### src/sv/tws_pkg.sv
// tick window statistics: shared types, widths and codes
// used by every module of the block, no dependencies
`timescale 1ns / 1ps
`default_nettype none
package tws_pkg;

  localparam int PRICE_W        = 32;
  localparam int VOL_W          = 32;
  localparam int RES_W          = 32;
  localparam int FILL_OUT_W     = 9;
  localparam int WIN_W          = 9;
  localparam int SPAN_W         = 16;
  localparam int CMP_W          = 16;
  localparam int ENT_W          = 2 * PRICE_W + VOL_W;
  localparam int IN_DATA_W      = 96;
  localparam int OUT_DATA_W     = 144;
  localparam int CFG_AW         = 4;
  localparam int CFG_DW         = 32;
  localparam int DVS_W          = 64;
  localparam int Q_W            = 64;
  localparam int MUL_W          = 34;
  localparam int PROD_W         = 2 * MUL_W;
  localparam int ALPHA_W        = 33;
  localparam int ALPHA_NB       = 34;
  localparam int RAD_W          = 64;
  localparam int ROOT_W         = 32;
  localparam int DEF_RING_DEPTH = 256;

  localparam logic [WIN_W-1:0]  CAP_RST  = 9'd256;
  localparam logic [WIN_W-1:0]  SMA_RST  = 9'd20;
  localparam logic [SPAN_W-1:0] SPAN_RST = 16'd20;
  localparam logic [WIN_W-1:0]  DEV_RST  = 9'd20;

  typedef enum logic [1:0] {
    REG_CAP  = 2'd0,
    REG_SMA  = 2'd1,
    REG_SPAN = 2'd2,
    REG_DEV  = 2'd3
  } reg_idx_t;

  typedef enum logic {
    CMD_PUSH  = 1'b0,
    CMD_CLEAR = 1'b1
  } cmd_t;

  typedef enum logic [4:0] {
    S_IDLE, S_ALPHA, S_ALPHA_W, S_RD, S_MX, S_MP, S_ME, S_DRAIN,
    S_SMA, S_SMA_W, S_DM, S_DEV, S_DEV_W, S_SQRT, S_SQRT_W,
    S_VW, S_VW_W, S_OUT
  } state_t;

  typedef enum logic [3:0] {
    K_NONE, K_SQ, K_PV, K_EMA, K_D0, K_D32, K_D64,
    K_N0, K_N33, K_N64, K_MM
  } kind_t;

  typedef enum logic [2:0] {
    DM_M_S2LO, DM_M_S2MID, DM_M_S2HI, DM_LO_LO,
    DM_LO_HI, DM_HI_HI, DM_M_M1, DM_DRAIN
  } dm_step_t;

endpackage
`default_nettype wire

### src/sv/tws_isqrt.sv
// bit-serial integer square root, two radicand bits per cycle
// depends on tws_pkg
`timescale 1ns / 1ps
`default_nettype none
module tws_isqrt
  import tws_pkg::*;
(
  input  wire logic              clk,
  input  wire logic              rst_n,
  input  wire logic              start,
  input  wire logic [RAD_W-1:0]  radicand,
  output logic                   done,
  output logic      [ROOT_W-1:0] root
);

  localparam int CW = $clog2(ROOT_W + 1);

  logic              busy_r, done_r, ge;
  logic [RAD_W-1:0]  rad_r;
  logic [ROOT_W+1:0] rem_r, rem_nxt;
  logic [ROOT_W+3:0] rem_t, trial;
  logic [ROOT_W-1:0] root_r;
  logic [CW-1:0]     cnt_r;

  always_comb begin
    rem_t   = {rem_r, rad_r[RAD_W-1:RAD_W-2]};
    trial   = (ROOT_W + 4)'({root_r, 2'b01});
    ge      = rem_t >= trial;
    rem_nxt = ge ? (ROOT_W + 2)'(rem_t - trial) : rem_t[ROOT_W+1:0];
  end

  always_ff @(posedge clk) begin
    if (!rst_n) begin
      busy_r <= 1'b0;
      done_r <= 1'b0;
    end else begin
      done_r <= 1'b0;
      if (start) begin
        busy_r <= 1'b1;
      end else if (busy_r && cnt_r == CW'(1)) begin
        busy_r <= 1'b0;
        done_r <= 1'b1;
      end
    end
  end

  always_ff @(posedge clk) begin
    if (start) begin
      rad_r  <= radicand;
      rem_r  <= '0;
      root_r <= '0;
      cnt_r  <= CW'(ROOT_W);
    end else if (busy_r) begin
      rad_r  <= rad_r << 2;
      rem_r  <= rem_nxt;
      root_r <= {root_r[ROOT_W-2:0], ge};
      cnt_r  <= cnt_r - CW'(1);
    end
  end

  assign done = done_r;
  assign root = root_r;

endmodule
`default_nettype wire
### config.mk
export PLATFORM = sky130hd
export DESIGN_NAME = tws_isqrt
export DESIGN_NICKNAME = d
export VERILOG_FILES = /design/src/sv/tws_pkg.sv /design/src/sv/tws_isqrt.sv
export SDC_FILE = /design/constraint.sdc
export NUM_CORES = 1
export LEC_CHECK = 0
export BUFFER_PORTS_ARGS = -buffer_cell sky130_fd_sc_hd__buf_2
export CAP_MARGIN = 20
export CORE_MARGIN = 4
export CORE_UTILIZATION = 53
export DETAILED_ROUTE_END_ITERATION = 8
export PLACE_DENSITY_LB_ADDON = 0.2
export SYNTH_ARGS = -nofsm -noshare
export SYNTH_HDL_FRONTEND = slang
export SYNTH_SLANG_ARGS = --single-unit
### constraint.sdc
create_clock -name clk -period 2.9 [get_ports clk]
set_clock_uncertainty 0.2 [all_clocks]
set_input_delay 0.435 -clock clk [delete_from_list [all_inputs] [get_ports clk]]
set_output_delay 0.435 -clock clk [all_outputs]
set_load 0.02 [all_outputs]
# Word level (Yosys, flattened, before mapping)

Cells that the tools add are included.

Output and inout bits: 33
Bits of input ports: 67
Flip-flop bits (word level): 138

Add/subtract/negate cells: 2
Reductions and logical operators: 4
Equal/unequal tests: 1
$lt $le $gt $ge: 1
Bitwise operators: 1
Multiplexer cells: 6

Operators by type and width:

| cell                | number |
|---|---|
| $mux 64             | 2 |
| $ge 36x34->1        | 1 |
| $mux 34             | 1 |
| $sub 34x34->34      | 1 |
| $eq 6x1->1 const B  | 1 |
| $sub 6x1->6 const B | 1 |
| $reduce_bool 2->1   | 2 |
| $mux 1              | 3 |
| $reduce_or 2->1     | 1 |
| $logic_and 1x1->1   | 1 |
| $not 1->1           | 1 |

# Depth between registers and ports, before layout

Depth after elaboration: 4
Depth in mapped cells: 13
Gate-level depth less buffers: 11

# Worst setup path after synthesis

OpenSTA, ideal clock, no wires.

Path kind: register -> register
Start: reg root_r[19] (netlist: root[19])
End: reg rem_r[11]
Arrival: 2.912 ns
Buffers on the path: 1
Cell stages (with the launch flop): 12
Required time: 2.563 ns
Period minus slack after synthesis: 3.249 ns
Setup time: 0.137 ns
Slack: -0.349 ns
Path through: dfxtp_1 -> inv_1 -> ha_1 -> a211o_1 -> a2111oi_2 -> o31ai_1 -> or4_4 -> a31oi_4 -> clkbuf_1 -> nor2_1 -> a21oi_1 -> a211oi_1

Cells in the longest elaborated chain, start to end: 2

RTL lines:

| element                | line            | source |
|---|---|---|
| start, declared        | tws_isqrt.sv:22 | `logic [ROOT_W-1:0] root_r;` |
| start signal, assigned | tws_isqrt.sv:56 | `root_r <= {root_r[ROOT_W-2:0], ge};` |
| $ge 36x34->1           | tws_isqrt.sv:28 | `ge = rem_t >= trial;` |
| $mux 34                | tws_isqrt.sv:29 | `rem_nxt = ge ? (ROOT_W + 2)'(rem_t - trial) : rem_t[ROOT_W+1:0];` |
| end signal, assigned   | tws_isqrt.sv:55 | `rem_r <= rem_nxt;` |
| end, declared          | tws_isqrt.sv:20 | `logic [ROOT_W+1:0] rem_r, rem_nxt;` |

Every way passes these cells.
A chain may end at the register's enable or synchronous reset.

# Final worst setup path

Start: reg root_r[8] (netlist: root[8])
End: reg rem_r[33]

Cells in the longest elaborated chain, start to end: 2
Elaborated cells on any way between the ends: 3
Those cells by class: add/sub (1); order compare (1); mux (1)

RTL lines:

| element                                        | line |
|---|---|
| $sub 34x34->34 or $ge 36x34->1 (tied branches) | tws_isqrt.sv:29, tws_isqrt.sv:28 |
| $mux 34 *                                      | tws_isqrt.sv:29 |

Every way passes the cells marked *; elsewhere a longest branch is shown, timed or not.

==> metrics.yaml <==
cells_and_area:
  drive_above_1_share: 0.409
  nNetsFinal: 1050
  insertedDiodeCount: 0
  n_fill_cell: 1009
  final_common_cell: "buf_4"
  stdcell_area_mm2: 0.0101
  multi_input_area_mm2: 0.00407
  syn_to_final_growth_pct: 34.4
  most-common-layout-cells: "buf_4, buf_2, nor2_1"
  final_util: 0.729
  regArea_mm2: 0.00344
clocking:
  cts.sinks: 138
  numCtsBuffers: 17
  clk_latency_ns: 0.43
  cts-root-buf: "clkbuf_16"
  htree_levels: 4
  cts_tree: "built"
  clkSlewWorstSetupHoldPaths_ns: 0.06
  ctsHoldBuffers: 0
  cts_max_path_buffers: 2
setup_path:
  cp_data_required_time_ns: 3.02
  start_kind: "flop"
  worst_ep_arrival_time_ns: 3.20
  crit_path_max_fanout: 4
  end_kind: "flop"
  critPathKind: "flop to flop"
  r2r_setup_slack_ns: -0.18
global_routing:
  grt_usage: 0.229
  overflow: 0
  grt_start_max_net_pins: 47
  antenna_found_initial: 0
  grt_pass1_wl_um: 30300
  first_global_vias: 6498
placed_design:
  port-buffer-count: 99
  post-dp-hpwl_um: 12300
  gp_congestion: 0.910
  post_dp_cell_area_mm2: 0.00912
floorplan:
  fp.dieW_um: 127
  fp.coreArea_mm2: 0.0139
  die_h_um: 127
  design.die.area_mm2: 0.0162
  ios: 100
  start_util: 0.542
  rows: 43
yosys:
  postSynthAreaPerCell_um2: 10.2
  synth-seq-area-share: 0.452
  synthCells: 740
  synthFlopType: "dfxtp_1"
  synth_edf_count: 64
  netlist_area_mm2: 0.00752
  synth_nets: 843
  synthDistinctLibCells: 57
  ys_ff_latch: 138
  ys_warn_count: 0
  synthArstFlopShare: 0
timing:
  fin_crit_sh: 1.06
  worst_slack_ns: -0.177
  post-route-min-period_ns: 3.08
  fmaxAchievable_mhz: 325
  setup-violations-final: 34
  finalMaxSlewViolations: 0
  maxSlewHeadroom: 0.460
  hold_viol: 0
  finalSetupTns_ns: -3.30
  tightest_slew_ns: 0.808
  rsz0062_at_grt: "true"
min_path:
  hold_class: "primary input to flop"
power_and_ir_drop:
  p_per_area_mw_per_mm2: 831
  peakVddDrop_v: 0.000498
  p_leak_nw: 4.32
outcome:
  outcome: "complete, but fails checks"
  violations: "setup timing"
drt:
  routed_wl_um: 18200
  drt-initial-drc-count: 407
  vias: 6274
  post_drt_wl_per_cell_um: 16.0
  via_per_inst: 5.50
  dr.pass1.iters: 5
  postRouteAntennaNets: 0
  drc: 0
flow_run:
  cap_violations: 0
## sequential cells by signal, indices dropped and copies added, names as in the netlist
signal  cells
busy_r      1
rem_r      34
root       32
cnt_r       6
rad_r      64
done        1
## worst paths after layout
path,from,to,cells after the start
min,rst_n,done,3
min reg2reg,rem_r[32],rem_r[32],2
max,root[8],rem_r[33],12
max reg2reg,root[8],rem_r[33],12
## critical path, cell delays in order (launching register included)
cell,delay [ns]
dfxtp_4,0.34
inv_1,0.03
ha_1,0.28
buf_4,0.13
a21o_1,0.14
nand4_1,0.16
a311o_1,0.40
and3_2,0.22
o31ai_4,0.22
o31a_1,0.26
a41oi_2,0.17
mux2i_1,0.15
o31a_1,0.27
## cells by family (layout without fill, tap and decap cells)
| logic type | Yosys count | after routing | synth area share |
|---|---|---|---|
| AOI/OAI and AO/OA | 157 | 157 | 0.140 |
| xor gates and xnor gates | 33 | 33 | 0.0384 |
| adders and majority gates | 36 | 36 | 0.0599 |
| buffers and inverters | 84 | 304 | 0.0456 |
| DFF | 138 | 138 | 0.452 |
| muxes | 105 | 105 | 0.150 |
| and+or+nand+nor | 187 | 187 | 0.113 |
## metrics by stage
step           setup WS (ns)  hold WS [ns]  instances  total power, W
3_5_place_dp          -0.192         0.287       1098         0.00539
5_1_grt               -0.278        0.0303       1140         0.00883
3_3_place_gp          -0.159         0.278       1098         0.00530
6_report              -0.177        0.0352       1140         0.00840
4_1_cts               -0.157        0.0255       1140         0.00830
2_1_floorplan        -0.0139         0.258        740         0.00450
## cell type report
cell class,count,share of cell area
clock buffers,17,0.0421
inverters,49,0.0186
flip-flops and latches,138,0.340
multi-input cells,518,0.402
well taps,180,0.0223
repair buffers,223,0.157
clock inverters,15,0.0173
## cell usage after synthesis (4+ instances only)
cell | n | area (um^2)
nor2b_1 | 7 | 43.8
nor3_1 | 12 | 60.1
nand2_1 | 26 | 97.6
xor2_1 | 16 | 140
o211ai_1 | 4 | 30.0
inv_1 | 49 | 184
o31ai_1 | 5 | 37.5
edfxtp_1 | 64 | 1920
nor2_1 | 98 | 368
dfxtp_1 | 74 | 1480
mux2_2 | 62 | 698
xnor2_1 | 17 | 149
ha_1 | 36 | 450
buf_1 | 4 | 15.0
a21o_1 | 14 | 105
a211oi_1 | 30 | 225
nand2b_1 | 9 | 56.3
o21ai_0 | 18 | 90.1
nand3_1 | 10 | 50.1
mux2i_1 | 43 | 430
a21oi_1 | 53 | 265
clkbuf_1 | 26 | 97.6
nand4_1 | 5 | 31.3
## where the power goes
part | total [W] | internal (W) | switching (W)
Sequential | 0.00238 | 0.00226 | 0.000125
Clock | 0.00220 | 0.00123 | 0.000970
Combinational | 0.00382 | 0.00199 | 0.00183
## layer usage
| metal | GRT usage | share of wire |
|---|---|---|
| met4 | 0.0776 | 0.021 |
| met2 | 0.392 | 0.50 |
| met1 | 0.279 | 0.43 |
| met3 | 0.0652 | 0.051 |
| met5 | 0 | 0 |
## what timing repair did
item                                    CTS  global route
endpoints found under the setup margin   34            35
gates cloned                              4             0
pin swaps                                21             1
gates resized for setup                  40             9
buffers inserted                          6             0
endpoints found under the hold margin     0             0
(Power assumes the default switching activity.)
