File: config.mk
export PLATFORM = sky130hd
export DESIGN_NAME = tws_div
export DESIGN_NICKNAME = d
export VERILOG_FILES = /design/src/sv/tws_pkg.sv /design/src/sv/tws_div.sv
export SDC_FILE = /design/constraint.sdc
export NUM_CORES = 1
export LEC_CHECK = 0
export BUFFER_PORTS_ARGS = -buffer_cell sky130_fd_sc_hd__buf_4
export CAP_MARGIN = 20
export CORE_MARGIN = 8
export CORE_UTILIZATION = 58
export DETAILED_ROUTE_END_ITERATION = 7
export PLACE_DENSITY = 0.79
export SLEW_MARGIN = 20
export SYNTH_ARGS = -nofsm -noshare
export SYNTH_HDL_FRONTEND = slang
export SYNTH_SLANG_ARGS = --single-unit
File: constraint.sdc
create_clock -name clk -period 4.3 [get_ports clk]
set_input_delay 1.29 -clock clk [delete_from_list [all_inputs] [get_ports clk]]
set_output_delay 1.29 -clock clk [all_outputs]
set_load 0.05 [all_outputs]
File: src/sv/tws_pkg.sv
// tick window statistics: shared types, widths and codes
// used by every module of the block, no dependencies
`timescale 1ns / 1ps
`default_nettype none
package tws_pkg;

  localparam int PRICE_W        = 32;
  localparam int VOL_W          = 32;
  localparam int RES_W          = 32;
  localparam int FILL_OUT_W     = 9;
  localparam int WIN_W          = 9;
  localparam int SPAN_W         = 16;
  localparam int CMP_W          = 16;
  localparam int ENT_W          = 2 * PRICE_W + VOL_W;
  localparam int IN_DATA_W      = 96;
  localparam int OUT_DATA_W     = 144;
  localparam int CFG_AW         = 4;
  localparam int CFG_DW         = 32;
  localparam int DVS_W          = 64;
  localparam int Q_W            = 64;
  localparam int MUL_W          = 34;
  localparam int PROD_W         = 2 * MUL_W;
  localparam int ALPHA_W        = 33;
  localparam int ALPHA_NB       = 34;
  localparam int RAD_W          = 64;
  localparam int ROOT_W         = 32;
  localparam int DEF_RING_DEPTH = 256;

  localparam logic [WIN_W-1:0]  CAP_RST  = 9'd256;
  localparam logic [WIN_W-1:0]  SMA_RST  = 9'd20;
  localparam logic [SPAN_W-1:0] SPAN_RST = 16'd20;
  localparam logic [WIN_W-1:0]  DEV_RST  = 9'd20;

  typedef enum logic [1:0] {
    REG_CAP  = 2'd0,
    REG_SMA  = 2'd1,
    REG_SPAN = 2'd2,
    REG_DEV  = 2'd3
  } reg_idx_t;

  typedef enum logic {
    CMD_PUSH  = 1'b0,
    CMD_CLEAR = 1'b1
  } cmd_t;

  typedef enum logic [4:0] {
    S_IDLE, S_ALPHA, S_ALPHA_W, S_RD, S_MX, S_MP, S_ME, S_DRAIN,
    S_SMA, S_SMA_W, S_DM, S_DEV, S_DEV_W, S_SQRT, S_SQRT_W,
    S_VW, S_VW_W, S_OUT
  } state_t;

  typedef enum logic [3:0] {
    K_NONE, K_SQ, K_PV, K_EMA, K_D0, K_D32, K_D64,
    K_N0, K_N33, K_N64, K_MM
  } kind_t;

  typedef enum logic [2:0] {
    DM_M_S2LO, DM_M_S2MID, DM_M_S2HI, DM_LO_LO,
    DM_LO_HI, DM_HI_HI, DM_M_M1, DM_DRAIN
  } dm_step_t;

endpackage
`default_nettype wire

File: src/sv/tws_div.sv
// bit-serial restoring divider, one quotient bit per cycle, 64-bit saturated quotient
// depends on tws_pkg
`timescale 1ns / 1ps
`default_nettype none
module tws_div
  import tws_pkg::*;
#(
  parameter int DVD_W = 82,
  parameter int NB_W  = $clog2(DVD_W + 1)
) (
  input  wire logic             clk,
  input  wire logic             rst_n,
  input  wire logic             start,
  input  wire logic [DVD_W-1:0] dividend,
  input  wire logic [NB_W-1:0]  nbits,
  input  wire logic [DVS_W-1:0] divisor,
  output logic                  busy,
  output logic                  done,
  output logic      [Q_W-1:0]   quotient
);

  logic             busy_r, done_r, over_r;
  logic [DVD_W-1:0] dvd_r;
  logic [DVS_W-1:0] rem_r, dvs_r, rem_nxt;
  logic [Q_W-1:0]   q_r;
  logic [NB_W-1:0]  cnt_r;
  logic [DVS_W:0]   trial;
  logic             qbit;

  always_comb begin
    trial   = {rem_r, dvd_r[DVD_W-1]};
    qbit    = trial >= {1'b0, dvs_r};
    rem_nxt = qbit ? DVS_W'(trial - {1'b0, dvs_r}) : trial[DVS_W-1:0];
  end

  always_ff @(posedge clk) begin
    if (!rst_n) begin
      busy_r <= 1'b0;
      done_r <= 1'b0;
    end else begin
      done_r <= 1'b0;
      if (start) begin
        busy_r <= 1'b1;
      end else if (busy_r && cnt_r == NB_W'(1)) begin
        busy_r <= 1'b0;
        done_r <= 1'b1;
      end
    end
  end

  always_ff @(posedge clk) begin
    if (start) begin
      dvd_r  <= dividend;
      dvs_r  <= divisor;
      rem_r  <= '0;
      q_r    <= '0;
      over_r <= 1'b0;
      cnt_r  <= nbits;
    end else if (busy_r) begin
      dvd_r  <= dvd_r << 1;
      rem_r  <= rem_nxt;
      q_r    <= {q_r[Q_W-2:0], qbit};
      over_r <= over_r | q_r[Q_W-1];
      cnt_r  <= cnt_r - NB_W'(1);
    end
  end

  assign busy     = busy_r;
  assign done     = done_r;
  assign quotient = over_r ? '1 : q_r;

endmodule
`default_nettype wire

* Word-level counts from Yosys, hierarchy flattened
Index checks and enable logic that the tools add are counted.
** Word-level totals
- Bits in registers :: 284
- Input bits :: 156
- Output and inout port bits :: 66
- Memories :: 0
- Word-level logic and storage cells :: 27
- Memory bits (read-only) :: 0
- Latch bits :: 0
- RAM bits :: 0
** Cells by class
- Reductions and logical operators :: 4
- Equality and inequality tests :: 1
- Add/subtract/negate cells :: 2
- Magnitude comparators :: 1
- Mux-type cells :: 9
- Divide/modulo/power cells :: 0
- Multipliers :: 0
- Bitwise gates (word level) :: 2
- Shift-type cells :: 0
** Operator list (count)
- $mux 82 :: 2
- $mux 64 :: 2
- $ge 65x64->1 :: 1
- $sub 64x64->64 :: 1
- $mux 7 :: 2
- $eq 7x1->1 const B :: 1
- $sub 7x1->7 const B :: 1
- $reduce_bool 2->1 :: 2
- $mux 1 :: 3
- $reduce_or 2->1 :: 1
- $logic_and 1x1->1 :: 1
- $not 1->1 :: 1
- $or 1x1->1 :: 1

* Depth between registers and ports, before layout
- Word-level depth :: 4
- Gate-level depth with buffers :: 15
- Depth with buffers taken out :: 13

* Least setup slack after synthesis
No wires, ideal clock.
- Kind :: input to register
- Start point :: in start
- End point :: reg cnt_r[0], enable pin
- Stages on the path :: 3
- Setup slack :: 0.518 ns
- Path buffers :: 1
- Arrival :: 3.339 ns
- Library setup time :: 0.443 ns
- Data required time :: 3.857 ns
- Cells stage by stage :: clkbuf_1 -> nor2_1 -> inv_1
** Between the ends
- Longest elaborated chain between the ends :: 1
** RTL lines
- start: declaration :: RTL line tws_div.sv:13 : input wire logic start,
- $reduce_bool 2->1 (no source line)
- end signal: assignment :: RTL line tws_div.sv:58 : cnt_r <= nbits;
- end signal: assignment :: RTL line tws_div.sv:64 : cnt_r <= cnt_r - NB_W'(1);
- end: declaration :: RTL line tws_div.sv:26 : logic [NB_W-1:0] cnt_r;
Every way passes these cells.
A chain may end at the register's enable or synchronous reset.

* Worst setup path after layout
- Start point :: reg dvd_r[81]
- End point :: reg rem_r[62]
** Between the ends
- Longest elaborated chain between the ends :: 2
- Elaborated cells between the ends (all ways) :: 3
- Those cells by class :: 1 x add/sub; 1 x order compare; 1 x mux
** RTL lines
- start: declaration :: RTL line tws_div.sv:23 : logic [DVD_W-1:0] dvd_r;
- start signal: assignment :: RTL line tws_div.sv:53 : dvd_r <= dividend;
- start signal: assignment :: RTL line tws_div.sv:60 : dvd_r <= dvd_r << 1;
- $sub 64x64->64 / $ge 65x64->1 (equally long branches) :: RTL line tws_div.sv:33, tws_div.sv:32
- $mux 64 * :: RTL line tws_div.sv:33 : rem_nxt = qbit ? DVS_W'(trial - {1'b0, dvs_r}) : trial[DVS_W-1:0];
- end signal: assignment :: RTL line tws_div.sv:61 : rem_r <= rem_nxt;
- end: declaration :: RTL line tws_div.sv:24 : logic [DVS_W-1:0] rem_r, dvs_r, rem_nxt;
Mark *: on every way between the ends. The rest lies on a longest branch, timed or not.

==> results.yml <==
floorplan:
  die_height_um: 180
  core-area_mm2: 0.0267
  ios: 222
  dieArea_mm2: 0.0323
  die_x_um: 180
  rows: 60
  start_util_pct: 58.3
place:
  place_area_mm2: 0.0173
  place_congestion: 0.914
  io_buffers: 221
  place_hpwl_mm: 27.0
logic_synthesis:
  synth_most_common_cell: "edfxtp_1"
  netlist_instances: 1562
  ys_top_cells_by_area: "edfxtp_1, dfxtp_1, mux2_2"
  ys_warn_count: 0
  netlist_area_mm2: 0.0155
  ys_ff_latch: 284
  synthDistinctLibCells: 70
  avgSynthCellArea_um2: 9.95
  synthesis.nets: 1785
  synth_commonest_cells: "edfxtp_1, nor2_1, nand2_1"
  async_reset_ff_share_pct: 0
  yosys.area.top_type: "edfxtp_1"
  yosysSeqAreaShare_pct: 46.5
  synth_flop_cell: "edfxtp_1"
  yosysTopAreaCellShare_pct: 29.6
  synth_edf_count: 153
final_layout:
  syn2layout_area_growth_pct: 18.4
  multiInputGateArea_mm2: 0.00756
  stdcell_area_mm2: 0.0184
  finalNetCount: 1950
  seq_area_mm2: 0.00722
  post-route-util_pct: 69.0
  drive_above_1_share_pct: 25.6
  fillCellCount: 2000
drt:
  dr_total_vias: 12151
  drt-wirelength-per-cell_um: 18.4
  first_iter_violations: 851
  drc: 0
  wl_mm: 38.6
  drtPass1Iterations: 5
  antenna_left: 0
  via_per_inst: 5.80
grt:
  grt_overflow_total: 0
  top_usage_layer: "met2"
  antenna_found_initial: 2
  grt_max_degree: 132
  grt_usage_pct: 22.9
  met2_usage_pct: 38.1
  grtUsageMet3_pct: 8.02
  use_met1_pct: 27.5
  grt_pass1_wl_mm: 62.2
  grt_pass1_vias: 12293
worst_hold_path:
  min_from: "q_r[0]"
  min_to: "q_r[0]"
  hold_path_class: "reg2reg"
  whs_path_depth: 2
critical_path:
  cp.required_ps: 4790
  r2r_start: "dvd_r[81]"
  r2r_end: "rem_r[62]"
  worstSetupPathType: "reg2reg"
  cp-start-kind: "register"
  rrSetupSlack_ps: 560
  ff2ff_path_depth: 13
  cp_max_fo: 3
  end_kind: "register"
  arrival_ps: 4230
cts:
  tritoncts: "built"
  clk_pin_slew_ps: 60
  clockBufferDepth: 3
  cts_sinks: 284
  hold_buffers: 0
  clock_latency_ps: 570
  postCtsSetupBuffers: 0
  cts_buffers: 31
  postCtsResizedCells: 0
  cts-root-buf: "clkbuf_16"
  htree_levels: 1
timing:
  setup_viol: 0
  worst_pin_slew_ps: 1050
  hold_viol: 0
  hold_slack_ps: 468
  min_period_ps: 3740
  rsz0062_at_grt: "no"
  finalSetupTns_ps: 0
  final.setup_skew_ps: 11.8
  fin_crit_sh_pct: 87.0
  timing.slew.headroom_pct: 30.3
  timing.fmax_mhz: 267
  maxSlewViolCount: 0
power:
  vdd_drop_max_mv: 0.371
  power.density_mw_per_mm2: 402
  power.leakage_nw: 8.09
run_status:
  status: "finished, final reports clean"
job:
  drv_cap: 0
## state kept, by name, summed over array words and instances, names as in the netlist
signal and cells:
q_r 64, rem_r 64, cnt_r 7, dvs_r 64, over_r 1, busy 1
done 1, dvd_r 82
## final cells by class
class	instances	share of cell area, %
antenna	1	0.0136
clock buffer	49	5.23
clock inverter	9	0.490
inverter	87	1.78
multi-input combinational	1089	41.1
sequential	284	39.3
tap	341	2.32
timing repair buffer	234	9.80
## layout by cell type (no fill, tap or decap), types with 10 or more instances in the layout
cell       count
buf_4        230
edfxtp_1     153
nor2_1       146
nand2_1      144
dfxtp_1      130
a21oi_1       88
inv_1         86
mux2_2        83
mux2i_1       71
or2_2         66
ha_1          66
o21ai_0       61
a21o_1        43
clkbuf_16     33
xnor2_1       32
a311oi_1      31
xor2_1        24
nand3_1       24
nor3_1        17
nand4_1       17
o21bai_1      16
a31oi_1       12
a211oi_1      12
and3_1        10
## power by group
part	internal [mW]	total, mW	switching [mW]
clock network	1.59	2.68	1.09
logic	0.643	1.52	0.876
registers	3.09	3.19	0.102
total	5.33	7.39	2.07
## worst max path at each step
| stage | startpoint | end | slack (ps) | depth (start not counted) |
|---|---|---|---|---|
| 2_1_floorplan | start | cnt_r[0] | 520 | 3 |
| 3_3_place_gp | dvs_r[22] | rem_r[36] | 670 | 13 |
| 3_5_place_dp | dvs_r[22] | rem_r[36] | 650 | 13 |
| 4_1_cts | dvs_r[22] | rem_r[36] | 620 | 13 |
| 5_1_grt | dvd_r[81] | rem_r[62] | 320 | 13 |
| 6_report | dvd_r[81] | rem_r[62] | 560 | 13 |
## per-layer routing
layer / part of all wire, % / vias to the layer above
met4: 3.0 / 2
met2: 46 / 388
li1: - / 5938
met3: 8.9 / 72
met1: 42 / 5751
met5: 0.034 / -
## metrics by stage
| stage | std cells | worst slack, ps | power [mW] |
|---|---|---|---|
| floorplan | 1562 | 518 | 4.33 |
| global placement | 2035 | 675 | 4.71 |
| detailed placement | 2035 | 647 | 4.74 |
| CTS | 2093 | 622 | 7.43 |
| global route | 2094 | 319 | 7.72 |
| finish | 2094 | 560 | 7.39 |
## logic make-up after synthesis
| kind of cell | synth area share (%) |
|---|---|
| AO/OA/AOI/OAI | 15.2 |
| XOR/XNOR | 3.16 |
| adder cells (fa/ha/maj) | 5.44 |
| buffers and inverters | 4.98 |
| flip-flops | 46.5 |
| multiplexers | 10.6 |
| AND/OR/NAND/NOR | 14.2 |
## critical path, stage by stage (launching register included)
cell and delay (ps):
edfxtp_1 400, inv_1 80, ha_1 180, fa_1 190
and2b_1 210, o2111ai_1 280, a2111oi_0 180, o311ai_0 600
a21oi_1 240, o21ai_0 540, nand4_1 170, nand3_1 130
mux2_2 330, o21ai_0 130
(Power assumes the default switching activity.)
